--- src/hw/rtl/ipimbx_pkg.sv ---
`timescale 1ns / 1ps
// shared constants and request decode type of the ipi mailbox controller
package ipimbx_pkg;

  // fixed mailbox geometry: eight 32-bit words per core, two banks of four
  localparam int MailboxDwords = 4;
  localparam int WordsPerCore  = 2 * MailboxDwords;
  localparam int BankRowsCore  = MailboxDwords;
  localparam int RowSelW       = $clog2(BankRowsCore);

  // request field widths
  localparam int CoreFieldW = 4;
  localparam int OfsW       = 8;
  localparam int SizeW      = 4;
  localparam int DataW      = 64;
  localparam int WordW      = 32;
  localparam int IrqW       = 16;
  localparam int TgtW       = 10;

  // access kinds
  localparam logic FuncRead  = 1'b0;
  localparam logic FuncWrite = 1'b1;

  // legal access sizes
  localparam logic [SizeW-1:0] Size4 = 4'd4;
  localparam logic [SizeW-1:0] Size8 = 4'd8;

  // window register map
  localparam logic [OfsW-1:0] OfsStatus   = 8'h00;
  localparam logic [OfsW-1:0] OfsEnable   = 8'h04;
  localparam logic [OfsW-1:0] OfsSet      = 8'h08;
  localparam logic [OfsW-1:0] OfsClear    = 8'h0c;
  localparam logic [OfsW-1:0] OfsMboxLo   = 8'h20;
  localparam logic [OfsW-1:0] OfsMboxHi   = 8'h3c;
  localparam logic [OfsW-1:0] OfsIpiSend  = 8'h40;
  localparam logic [OfsW-1:0] OfsMailSend = 8'h48;

  // decoded request, one action bit at most besides the read selects
  typedef struct packed {
    logic err;
    logic wide;
    logic mbox_rd;
    logic mbox_wr;
    logic st_rd;
    logic en_rd;
    logic en_wr;
    logic clr_wr;
    logic ipi_wr;
    logic mail_wr;
  } ipimbx_op_t;

endpackage

--- src/hw/rtl/ipimbx_decode.sv ---
`timescale 1ns / 1ps
// request decode and access error checks of the ipi mailbox controller
module ipimbx_decode import ipimbx_pkg::*; #(
  parameter int NUM_CORES = 4
) (
  input  logic                  func_i,
  input  logic [CoreFieldW-1:0] window_core_i,
  input  logic [OfsW-1:0]       offset_i,
  input  logic [SizeW-1:0]      access_size_i,
  input  logic [TgtW-1:0]       target_i,
  output ipimbx_op_t            op_o
);

  logic size_ok, wide, core_ok, tgt_ok, in_mbox, misalign, wr, base_ok;

  always_comb begin
    wr       = (func_i == FuncWrite);
    wide     = (access_size_i == Size8);
    size_ok  = (access_size_i == Size4) || wide;
    core_ok  = ({1'b0, window_core_i} < 5'(NUM_CORES));
    tgt_ok   = ({1'b0, target_i} < 11'(NUM_CORES));
    in_mbox  = (offset_i >= OfsMboxLo) && (offset_i <= OfsMboxHi);
    misalign = wide ? (offset_i[2:0] != 3'd0) : (offset_i[1:0] != 2'd0);
    base_ok  = size_ok && core_ok;

    op_o         = '0;
    op_o.wide    = wide;
    if (!base_ok) begin
      op_o.err = 1'b1;
    end else if (in_mbox) begin
      op_o.err     = misalign;
      op_o.mbox_wr = !misalign && wr;
      op_o.mbox_rd = !misalign && !wr;
    end else if (!wr) begin
      op_o.st_rd = (offset_i == OfsStatus);
      op_o.en_rd = (offset_i == OfsEnable);
    end else begin
      case (offset_i)
        OfsStatus, OfsSet: op_o.err = 1'b1;
        OfsEnable:         op_o.en_wr = 1'b1;
        OfsClear:          op_o.clr_wr = 1'b1;
        OfsIpiSend: begin
          op_o.err    = !tgt_ok;
          op_o.ipi_wr = tgt_ok;
        end
        OfsMailSend: begin
          op_o.err     = !tgt_ok;
          op_o.mail_wr = tgt_ok;
        end
        default: op_o.err = 1'b0;
      endcase
    end
  end

endmodule

--- src/hw/rtl/ipi_mailbox_controller_unit.sv ---
`timescale 1ns / 1ps
// top level of the ipi mailbox controller: request register, state, mailbox banks
//
// Inter-processor interrupt and mailbox block for NUM_CORES cores. Each request
// is one bus read or write into a core's 256-byte window: status (0x00),
// enable (0x04), set (0x08, always refused on write), clear (0x0c, write one
// to clear), mailbox words at 0x20..0x3c with 4- or 8-byte little-endian
// accesses, ipi send (0x40) and mail send (0x48) addressed by data[25:16].
// Every request gives exactly one result carrying the read data, the
// per-core interrupt lines after the request, and an access error flag.
// Throughput is one request per clock while the result side does not stall;
// a taken request moves from the request register into the result register
// on its way out. The two mailbox banks, even and odd words, each
// have one write and one read port, so an 8-byte access touches both in the
// same cycle; their read is launched as the request is taken and writes of
// the request ahead are forwarded. Mailbox valid bits give the zero reset
// value, so no clearing pass is needed after reset.
module ipi_mailbox_controller_unit import ipimbx_pkg::*; #(
  parameter int NUM_CORES = 4
) (
  input  logic        clk_i,
  input  logic        rst_ni,
  // request in
  input  logic        s_axis_tvalid_i,
  output logic        s_axis_tready_o,
  // window_core[3:0], offset[11:4], access_size[15:12], write_data[79:16]
  input  logic [79:0] s_axis_tdata_i,
  // func[0]
  input  logic [0:0]  s_axis_tuser_i,
  // result out
  output logic        m_axis_tvalid_o,
  input  logic        m_axis_tready_i,
  // read_data[63:0], irq_lines[79:64]
  output logic [79:0] m_axis_tdata_o,
  // access_error[0]
  output logic [0:0]  m_axis_tuser_o
);

  // core index and bank row widths
  localparam int CoreAW   = (NUM_CORES > 1) ? $clog2(NUM_CORES) : 1;
  localparam int RowAW    = CoreAW + RowSelW;
  localparam int BankRows = 1 << RowAW;

  // request register
  logic                  req_valid_q;
  logic                  func_q;
  logic [CoreFieldW-1:0] core_q;
  logic [OfsW-1:0]       ofs_q;
  logic [SizeW-1:0]      size_q;
  logic [DataW-1:0]      data_q;

  // result register
  logic             out_valid_q;
  logic [DataW-1:0] rdata_q, rdata_d;
  logic [IrqW-1:0]  irq_q, irq_d;
  logic             err_q;

  // architectural state
  logic [WordW-1:0] status_q [NUM_CORES];
  logic [WordW-1:0] status_d [NUM_CORES];
  logic [WordW-1:0] enable_q [NUM_CORES];

  // mailbox banks: even words in bank 0, odd words in bank 1
  logic [WordW-1:0] bank0_mem [BankRows];
  logic [WordW-1:0] bank1_mem [BankRows];
  logic [BankRows-1:0] bank0_vld_q, bank1_vld_q;

  // registered bank reads with forwarding info
  logic [WordW-1:0] b0_rd_q, b1_rd_q, b0_fwd_q, b1_fwd_q;
  logic             b0_vld_q, b1_vld_q, b0_hit_q, b1_hit_q;

  logic s_acc, adv_out, fire;
  logic [RowAW-1:0] rd_row;

  // bank write ports
  logic             we0, we1;
  logic [RowAW-1:0] wrow0, wrow1;
  logic [WordW-1:0] wdat0, wdat1;

  ipimbx_op_t op;

  logic [DataW-1:0] data_eff;
  logic [WordW-1:0] lo_w, hi_w, word0, word1;
  logic [CoreAW-1:0] core_idx, tgt_idx;
  logic [RowAW-1:0]  win_row, mail_row;

  // handshake: the result register frees as it is taken, the request
  // register frees as its request moves into the result register
  assign adv_out         = !out_valid_q || m_axis_tready_i;
  assign fire            = req_valid_q && adv_out;
  assign s_axis_tready_o = !req_valid_q || adv_out;
  assign s_acc           = s_axis_tvalid_i && s_axis_tready_o;

  // row read for the incoming request: core and word pair in the window
  assign rd_row = {s_axis_tdata_i[CoreAW-1:0], s_axis_tdata_i[8:7]};

  ipimbx_decode #(
    .NUM_CORES(NUM_CORES)
  ) u_decode (
    .func_i       (func_q),
    .window_core_i(core_q),
    .offset_i     (ofs_q),
    .access_size_i(size_q),
    .target_i     (data_q[25:16]),
    .op_o         (op)
  );

  always_comb begin
    // a narrow write carries only the low half
    data_eff = op.wide ? data_q : {{WordW{1'b0}}, data_q[WordW-1:0]};
    lo_w     = data_eff[WordW-1:0];
    hi_w     = data_eff[DataW-1:WordW];
    core_idx = core_q[CoreAW-1:0];
    tgt_idx  = data_q[16 +: CoreAW];
    win_row  = {core_idx, ofs_q[4:3]};
    mail_row = {tgt_idx, data_q[4:3]};
  end

  // mailbox write steering
  always_comb begin
    we0   = 1'b0;
    we1   = 1'b0;
    wrow0 = win_row;
    wrow1 = win_row;
    wdat0 = lo_w;
    wdat1 = lo_w;
    if (fire && op.mbox_wr) begin
      if (op.wide) begin
        we0   = 1'b1;
        we1   = 1'b1;
        wdat1 = hi_w;
      end else begin
        we0 = !ofs_q[2];
        we1 = ofs_q[2];
      end
    end else if (fire && op.mail_wr) begin
      wrow0 = mail_row;
      wrow1 = mail_row;
      wdat0 = hi_w;
      wdat1 = hi_w;
      we0   = !data_q[2];
      we1   = data_q[2];
    end
  end

  // next status per core and interrupt lines after the request
  always_comb begin
    irq_d = '0;
    for (int c = 0; c < NUM_CORES; c++) begin
      status_d[c] = status_q[c];
      if (fire && op.clr_wr && core_idx == CoreAW'(c)) begin
        status_d[c] = status_q[c] & ~lo_w;
      end
      if (fire && op.ipi_wr && tgt_idx == CoreAW'(c)) begin
        status_d[c] = status_q[c] | (WordW'(1) << data_q[4:0]);
      end
      irq_d[c] = |status_d[c];
    end
  end

  // read data: forwarded write wins, an unwritten word reads as zero
  always_comb begin
    word0 = b0_hit_q ? b0_fwd_q : (b0_vld_q ? b0_rd_q : '0);
    word1 = b1_hit_q ? b1_fwd_q : (b1_vld_q ? b1_rd_q : '0);
    rdata_d = '0;
    if (op.mbox_rd) begin
      if (op.wide) begin
        rdata_d = {word1, word0};
      end else begin
        rdata_d = {{WordW{1'b0}}, (ofs_q[2] ? word1 : word0)};
      end
    end else if (op.st_rd) begin
      rdata_d = {{WordW{1'b0}}, status_q[core_idx]};
    end else if (op.en_rd) begin
      rdata_d = {{WordW{1'b0}}, enable_q[core_idx]};
    end
  end

  // request register
  always_ff @(posedge clk_i or negedge rst_ni) begin
    if (!rst_ni) begin
      req_valid_q <= 1'b0;
    end else if (s_acc) begin
      req_valid_q <= 1'b1;
    end else if (fire) begin
      req_valid_q <= 1'b0;
    end
  end

  always_ff @(posedge clk_i) begin
    if (s_acc) begin
      func_q <= s_axis_tuser_i[0];
      core_q <= s_axis_tdata_i[3:0];
      ofs_q  <= s_axis_tdata_i[11:4];
      size_q <= s_axis_tdata_i[15:12];
      data_q <= s_axis_tdata_i[79:16];
    end
  end

  // mailbox banks: read launched with the request, write from the request ahead
  always_ff @(posedge clk_i) begin
    if (we0) begin
      bank0_mem[wrow0] <= wdat0;
    end
    if (we1) begin
      bank1_mem[wrow1] <= wdat1;
    end
    if (s_acc) begin
      b0_rd_q  <= bank0_mem[rd_row];
      b1_rd_q  <= bank1_mem[rd_row];
      b0_vld_q <= bank0_vld_q[rd_row];
      b1_vld_q <= bank1_vld_q[rd_row];
      b0_hit_q <= we0 && (wrow0 == rd_row);
      b1_hit_q <= we1 && (wrow1 == rd_row);
      b0_fwd_q <= wdat0;
      b1_fwd_q <= wdat1;
    end
  end

  always_ff @(posedge clk_i or negedge rst_ni) begin
    if (!rst_ni) begin
      bank0_vld_q <= '0;
      bank1_vld_q <= '0;
    end else begin
      if (we0) begin
        bank0_vld_q[wrow0] <= 1'b1;
      end
      if (we1) begin
        bank1_vld_q[wrow1] <= 1'b1;
      end
    end
  end

  // status and enable registers
  always_ff @(posedge clk_i or negedge rst_ni) begin
    if (!rst_ni) begin
      for (int c = 0; c < NUM_CORES; c++) begin
        status_q[c] <= '0;
        enable_q[c] <= '0;
      end
    end else begin
      for (int c = 0; c < NUM_CORES; c++) begin
        status_q[c] <= status_d[c];
        if (fire && op.en_wr && core_idx == CoreAW'(c)) begin
          enable_q[c] <= lo_w;
        end
      end
    end
  end

  // result register
  always_ff @(posedge clk_i or negedge rst_ni) begin
    if (!rst_ni) begin
      out_valid_q <= 1'b0;
    end else if (fire) begin
      out_valid_q <= 1'b1;
    end else if (m_axis_tready_i) begin
      out_valid_q <= 1'b0;
    end
  end

  always_ff @(posedge clk_i) begin
    if (fire) begin
      rdata_q <= rdata_d;
      irq_q   <= irq_d;
      err_q   <= op.err;
    end
  end

  assign m_axis_tvalid_o   = out_valid_q;
  assign m_axis_tdata_o    = {irq_q, rdata_q};
  assign m_axis_tuser_o[0] = err_q;

endmodule

--- config.mk ---
export PLATFORM = sky130hd
export DESIGN_NAME = ipi_mailbox_controller_unit
export DESIGN_NICKNAME = d
export VERILOG_FILES = /design/src/hw/rtl/ipimbx_pkg.sv /design/src/hw/rtl/ipimbx_decode.sv /design/src/hw/rtl/ipi_mailbox_controller_unit.sv
export SDC_FILE = /design/constraint.sdc
export NUM_CORES = 2
export LEC_CHECK = 0
export ABC_AREA = 1
export BUFFER_PORTS_ARGS = -buffer_cell sky130_fd_sc_hd__buf_4
export CORE_UTILIZATION = 50
export CTS_CLUSTER_SIZE = 16
export DETAILED_ROUTE_END_ITERATION = 10
export PLACE_DENSITY_LB_ADDON = 0.12
export SYNTH_ARGS = -nofsm -noshare
export SYNTH_HDL_FRONTEND = slang
export SYNTH_HIERARCHICAL = 1
export SYNTH_SLANG_ARGS = --single-unit
--- constraint.sdc ---
create_clock -name clk_i -period 6.95 [get_ports clk_i]
set_input_delay 1.39 -clock clk_i [delete_from_list [all_inputs] [get_ports clk_i]]
set_output_delay 1.39 -clock clk_i [all_outputs]
set_load 0.02 [all_outputs]
# Word level (Yosys, flattened, before mapping)
# Memories as Yosys holds them, arrays and structs flattened. A register that Yosys moved wholly into a read port is not among the register bits.
# Index checks and enable logic that the tools add are counted.
dict set report word_totals {
  in_bits 85
  mem_count 2
  out_inout_bits 83
  ff_bits 508
  ram_bits 1024
}
dict set report op_classes {
  n_reduce_logical 49
  muxes 63
  bitwise_logic 12
  n_eq_ne 14
  shift 1
  order_cmp 8
}
# name depth word_bits read_ports rd_clocked_by_memory_dff wr line
set memory_table {}
lappend memory_table {bank0_mem 16 32 1 1 1 ipi_mailbox_controller_unit.sv:64} ;# logic [WordW-1:0] bank0_mem [BankRows];
lappend memory_table {bank1_mem 16 32 1 1 1 ipi_mailbox_controller_unit.sv:65} ;# logic [WordW-1:0] bank1_mem [BankRows];
# op count
set ops {}
lappend ops {{$mux 32} 23}
lappend ops {{$mux 64} 3}
lappend ops {{$and 32x32->32} 4}
lappend ops {{$bmux 32 s2} 2}
lappend ops {{$or 32x32->32} 4}
lappend ops {{$reduce_or 32->1} 4}
lappend ops {{$not 32->32} 1}
lappend ops {{$or 16x16->16} 2}
lappend ops {{$shl 1x5->32 const A} 1}
lappend ops {{$logic_and 1x1->1} 26}
lappend ops {{$mux 1} 24}
lappend ops {{$eq 8x4->1 const B} 2}
lappend ops {{$eq 8x7->1 const B} 2}
lappend ops {{$mux 4} 3}
lappend ops {{$lt 10x3->1 const B} 1}
lappend ops {{$lt 4x5->1 const B} 2}
lappend ops {{$bmux 1 s4} 2}
lappend ops {{$eq 2x2->1 const B} 4}
lappend ops {{$eq 8x3->1 const B} 1}
lappend ops {{$ge 8x6->1 const B} 1}
lappend ops {{$le 8x6->1 const B} 1}
lappend ops {{$logic_not 8->1} 1}
lappend ops {{$mux 8} 1}
lappend ops {{$logic_not 1->1} 7}
lappend ops {{other kinds (17)} 25}

# Logic depth before layout (Yosys ltp)
dict set report depth {
  ltp_word 14
  ltp_mapped 18
  mapped_depth_nobuf 18
}

# Cells and area by module
# The synthesis kept the hierarchy.
# module cells_per_inst instances area_each_um2 seq_area_each_um2
set by_module_without_submodules {}
lappend by_module_without_submodules {ipi_mailbox_controller_unit 5857 1 66563.8 46474.6}
lappend by_module_without_submodules {ipimbx_decode 86 1 414.1 0.0}

# Worst setup path before layout
# No wires, ideal clock.
dict set report synth_path {
  kind {input -> register}
  start {input m_axis_tready_i}
  end {register b0_fwd_q[0] (enable)}
  arrival_ps 5858
  path_stages 4
  slack_ps 528
  setup_ps 564
  cell_sequence {inv_2 > nand3_1 > nand2_1 > inv_1}
}
dict set report synth_between {
  elab_chain_len 3
}
# element line
set synth_lines {}
lappend synth_lines {{start, declared} ipi_mailbox_controller_unit.sv:32} ;# input logic m_axis_tready_i,
lappend synth_lines {{$logic_or 1x1->1} ipi_mailbox_controller_unit.sv:89} ;# assign adv_out = !out_valid_q || m_axis_tready_i;
lappend synth_lines {{$logic_or 1x1->1} ipi_mailbox_controller_unit.sv:91} ;# assign s_axis_tready_o = !req_valid_q || adv_out;
lappend synth_lines {{via s_axis_tready_o} ipi_mailbox_controller_unit.sv:25} ;# output logic s_axis_tready_o,
lappend synth_lines {{$logic_and 1x1->1} ipi_mailbox_controller_unit.sv:92} ;# assign s_acc = s_axis_tvalid_i && s_axis_tready_o;
lappend synth_lines {{via s_acc} ipi_mailbox_controller_unit.sv:72} ;# logic s_acc, adv_out, fire;
lappend synth_lines {{end signal, assigned} ipi_mailbox_controller_unit.sv:215} ;# b0_fwd_q <= wdat0;
lappend synth_lines {{end, declared} ipi_mailbox_controller_unit.sv:69} ;# logic [WordW-1:0] b0_rd_q, b1_rd_q, b0_fwd_q, b1_fwd_q;
# The timed path passes the listed nets, and every way through them passes these cells.
# A chain may end at the register's enable or synchronous reset.

==> results.ini <==
[pwr]
switching_share_pct=24.15
ir_drop_uv=238.7
p_int_mw=15.58
power_per_cell_area_nw_per_um2=272.9
p_sw_mw=4.963
p_total_mw=20.55
seq_power_share_pct=51.9
p_comb_share_pct=6.9
pwr-share-clk_pct=41.2
p_leak_nw=28.04

[grt]
grt_pass1_wl_um=307400
grt_overflow=0
grt_pass1_vias=45020
grt_max_degree=173
grt_usage_pct=30.97
antenna_found_initial=12

[synthesis]
yosys_warnings=6
synth_area_per_cell_um2=11.27
syn-cell-area_um2=66980
syn-instance-count=5943
seq_area_frac_synth_pct=69.39
synth-seq-cells=1596
ys_types=39

[timing]
clock_skew_ns=0.05279
fmax_mhz=227.0
min_period_ns=4.406
rsz0062_at_grt=no
fin_setup_tns_ns=0
slew_viol_final=0
setup_violations=0
worstMarginPinSlew_ns=1.457
finalHoldWorstSlack_ns=0.4586
finalHoldViolations=0
fin_crit_sh_pct=63.40
relSlewSlack_pct=2.220

[detailed_routing]
postRouteAntennaNets=0
drtIter0Drc=6401
drt-total-wl_um=211600
drc_errors=0
first_pass_iters=8
wl_per_cell_um=26.85
via_count=48110
drt-vias-per-instance=6.103

[final_layout]
stdcell_count=7883
areaGrowthSynthToFinish_pct=12.42
antennaDiodeCount=0
multi_input_area_um2=17750
fin_area_um2=75290
fillers=10990
ff_latch_area_um2=46470
drive_above_1_share_pct=10.08
nets=6077

[clock_tree]
cts_hold_buf=0
cts_buffers=164
post_cts_buffers=0
cts.sinks=1596
ctsResizeCount=0
insertion_delay_ns=0.82
cts_tree=built
path_clk_slew_ns=0.06
htreeDepth=4
clk_path_buf_depth=3
cts-root-buf=clkbuf_16

[worst_setup_path]
critPathMaxFanout=29
required_ns=7.45
start_kind=flop
worstSetupPathType=reg2reg
critical_path_arrival_ns=4.90
cp-end-kind=flop

[placement]
placed_cells=7581
post_dp_cell_area_um2=70160
globalplace.congestion=0.9060
hpwl_um=125700
port_buffers=155

[floorplan]
die_area_um2=135400
die_x_um=368
core_area_um2=132100
start_util_pct=50.69
num_io_pins=168
num_rows=133
die_h_um=368

[outcome]
status=complete, no violations

[hold_path]
hold_class=reg2reg

[job]
maxCapViolCount=0

==> per-stage QoR <==
step	worst slack (ns)	utilization, %
2_1_floorplan	0.5276	-
6_report	2.544	56.98
5_1_grt	2.423	56.98
3_5_place_dp	2.077	53.10
4_1_cts	2.667	56.98
3_3_place_gp	2.118	53.10
==> cell families (layout without fill, tap and decap cells) <==
| family | after synthesis | count (layout) | synth area share, % |
|---|---|---|---|
| and+or+nand+nor | 2120 | 2120 | 12.85 |
| DFF | 1596 | 1596 | 69.39 |
| AOI/OAI and AO/OA | 1423 | 1423 | 13.01 |
| xor gates and xnor gates | 3 | 3 | 0.03924 |
| other | 1 | 12 | 0.005599 |
| buffers and inverters | 800 | 974 | 4.706 |
==> state kept, by name, indices dropped and copies added, names as in the netlist, 4 cells and up <==
| signal | flops |
|---|---|
| bank0_vld_q | 16 |
| rdata_q | 64 |
| ofs_q | 8 |
| status_q | 128 |
| b1_rd_q | 32 |
| enable_q | 128 |
| irq_q | 4 |
| bank1_vld_q | 16 |
| bank1_mem | 512 |
| b0_fwd_q | 32 |
| b1_fwd_q | 32 |
| data_q | 64 |
| bank0_mem | 512 |
| core_q | 4 |
| b0_rd_q | 32 |
| size_q | 4 |
==> synthesized netlist by cell type <==
library cell  number  area, µm²
a21oi_1          120      600.6
a21oi_2            1      8.760
a21oi_4            1      16.27
a221oi_1          32      280.3
a22oi_1           75      563.0
a22oi_4            1      21.27
buf_1             31      116.4
buf_2             70      350.3
buf_4             16      120.1
clkbuf_1         296       1111
clkinv_1           9      33.78
clkinv_2           1      5.000
conb_1             1      3.750
dfrtp_1          290       7257
edfxtp_1        1306      39220
inv_1            368       1381
inv_2              9      33.78
nand2_1          838       3146
nand2_2            3      18.77
nand2_4            2      22.52
nand3_1          170      850.8
nand3_2            5      50.05
nand4_1          103      644.4
nand4_2            1      12.51
nor2_1           965       3622
nor2_2            11      68.82
nor2_4             4      45.04
nor2b_4            1      13.76
nor3_2             1      10.01
o211ai_1         101      758.2
o21a_1            32      240.2
o21ai_0          728       3643
o21ai_1           40      200.2
o21ai_2            4      35.03
o221ai_1         219       1918
o22ai_1           69      431.7
or2_1             15      93.84
or2_2              1      6.260
xor2_1             3      26.28
==> layout by cell type (no fill, tap or decap), types with 10 or more instances in the layout <==
cell / n
nand3_1: 170
clkbuf_1: 43
nor2_1: 929
nand4_1: 103
or2_1: 15
o211ai_1: 101
buf_4: 272
a22oi_1: 75
o21ai_1: 83
inv_2: 10
clkbuf_16: 165
nor2_2: 10
conb_1: 12
clkbuf_8: 11
a221oi_1: 32
o221ai_1: 219
a21oi_1: 120
o22ai_1: 69
clkinv_2: 33
nand2_1: 838
nor2_4: 41
inv_1: 363
edfxtp_1: 1306
o21ai_0: 668
clkinv_1: 39
dfrtp_1: 290
o21a_1: 32
o21ai_2: 21
==> per-layer routing <==
metal  GRT usage, %  wire length [µm]  vias to the layer above
li1               -                 -                    21260
met1          44.05             87490                    23780
met2          46.06             93840                     2583
met3          7.383             22110                      474
met4          12.06              8104                       16
met5              0                93                        -
==> critical path, cell delays in order (launching register included) <==
cell and delay [ns]:
edfxtp_1 0.64, inv_1 0.20, nand2_4 0.08, nand2_1 0.09
nand3_1 0.15, nor2_1 0.28, inv_1 0.13, nor2_2 0.32
inv_4 0.21, nor2_1 0.23, a21oi_4 0.16, buf_4 0.31
nor2_4 0.93, buf_4 0.33
==> power by group through the flow <==
stage	sequential, mW	clock, mW	combinational [mW]
finish	10.7	8.46	1.41
CTS	10.7	8.53	1.39
global placement	10.9	0	1.37
floorplan	10.9	0	0.696
global route	10.7	8.91	1.49
detailed placement	10.9	0	1.39
==> layout make-up <==
type / count / area share, %
inverters: 387 / 1.964
well taps: 1755 / 2.916
repair buffers: 285 / 3.021
clock inverters: 83 / 0.9057
multi-input cells: 3558 / 23.57
clock buffers: 219 / 5.899
flip-flops and latches: 1596 / 61.72
==> path summary, 6_finish.rpt <==
check	startpoint	slack, ns	depth (start not counted)	end
max	ofs_q[2]$_DFFE_PP_	2.54	13	bank1_mem[3][30]$_DFFE_PP_
min	bank1_vld_q[7]$_DFFE_PN0P_	0.46	1	bank1_vld_q[7]$_DFFE_PN0P_
max reg2reg	ofs_q[2]$_DFFE_PP_	2.54	13	bank1_mem[3][30]$_DFFE_PP_
min reg2reg	bank1_vld_q[7]$_DFFE_PN0P_	0.46	1	bank1_vld_q[7]$_DFFE_PN0P_
max in group asynchronous	rst_ni	4.89	2	status_q[53]$_DFF_PN0_
min in group asynchronous	rst_ni	0.56	1	status_q[9]$_DFF_PN0_
Power figures use the tool's default switching activity.
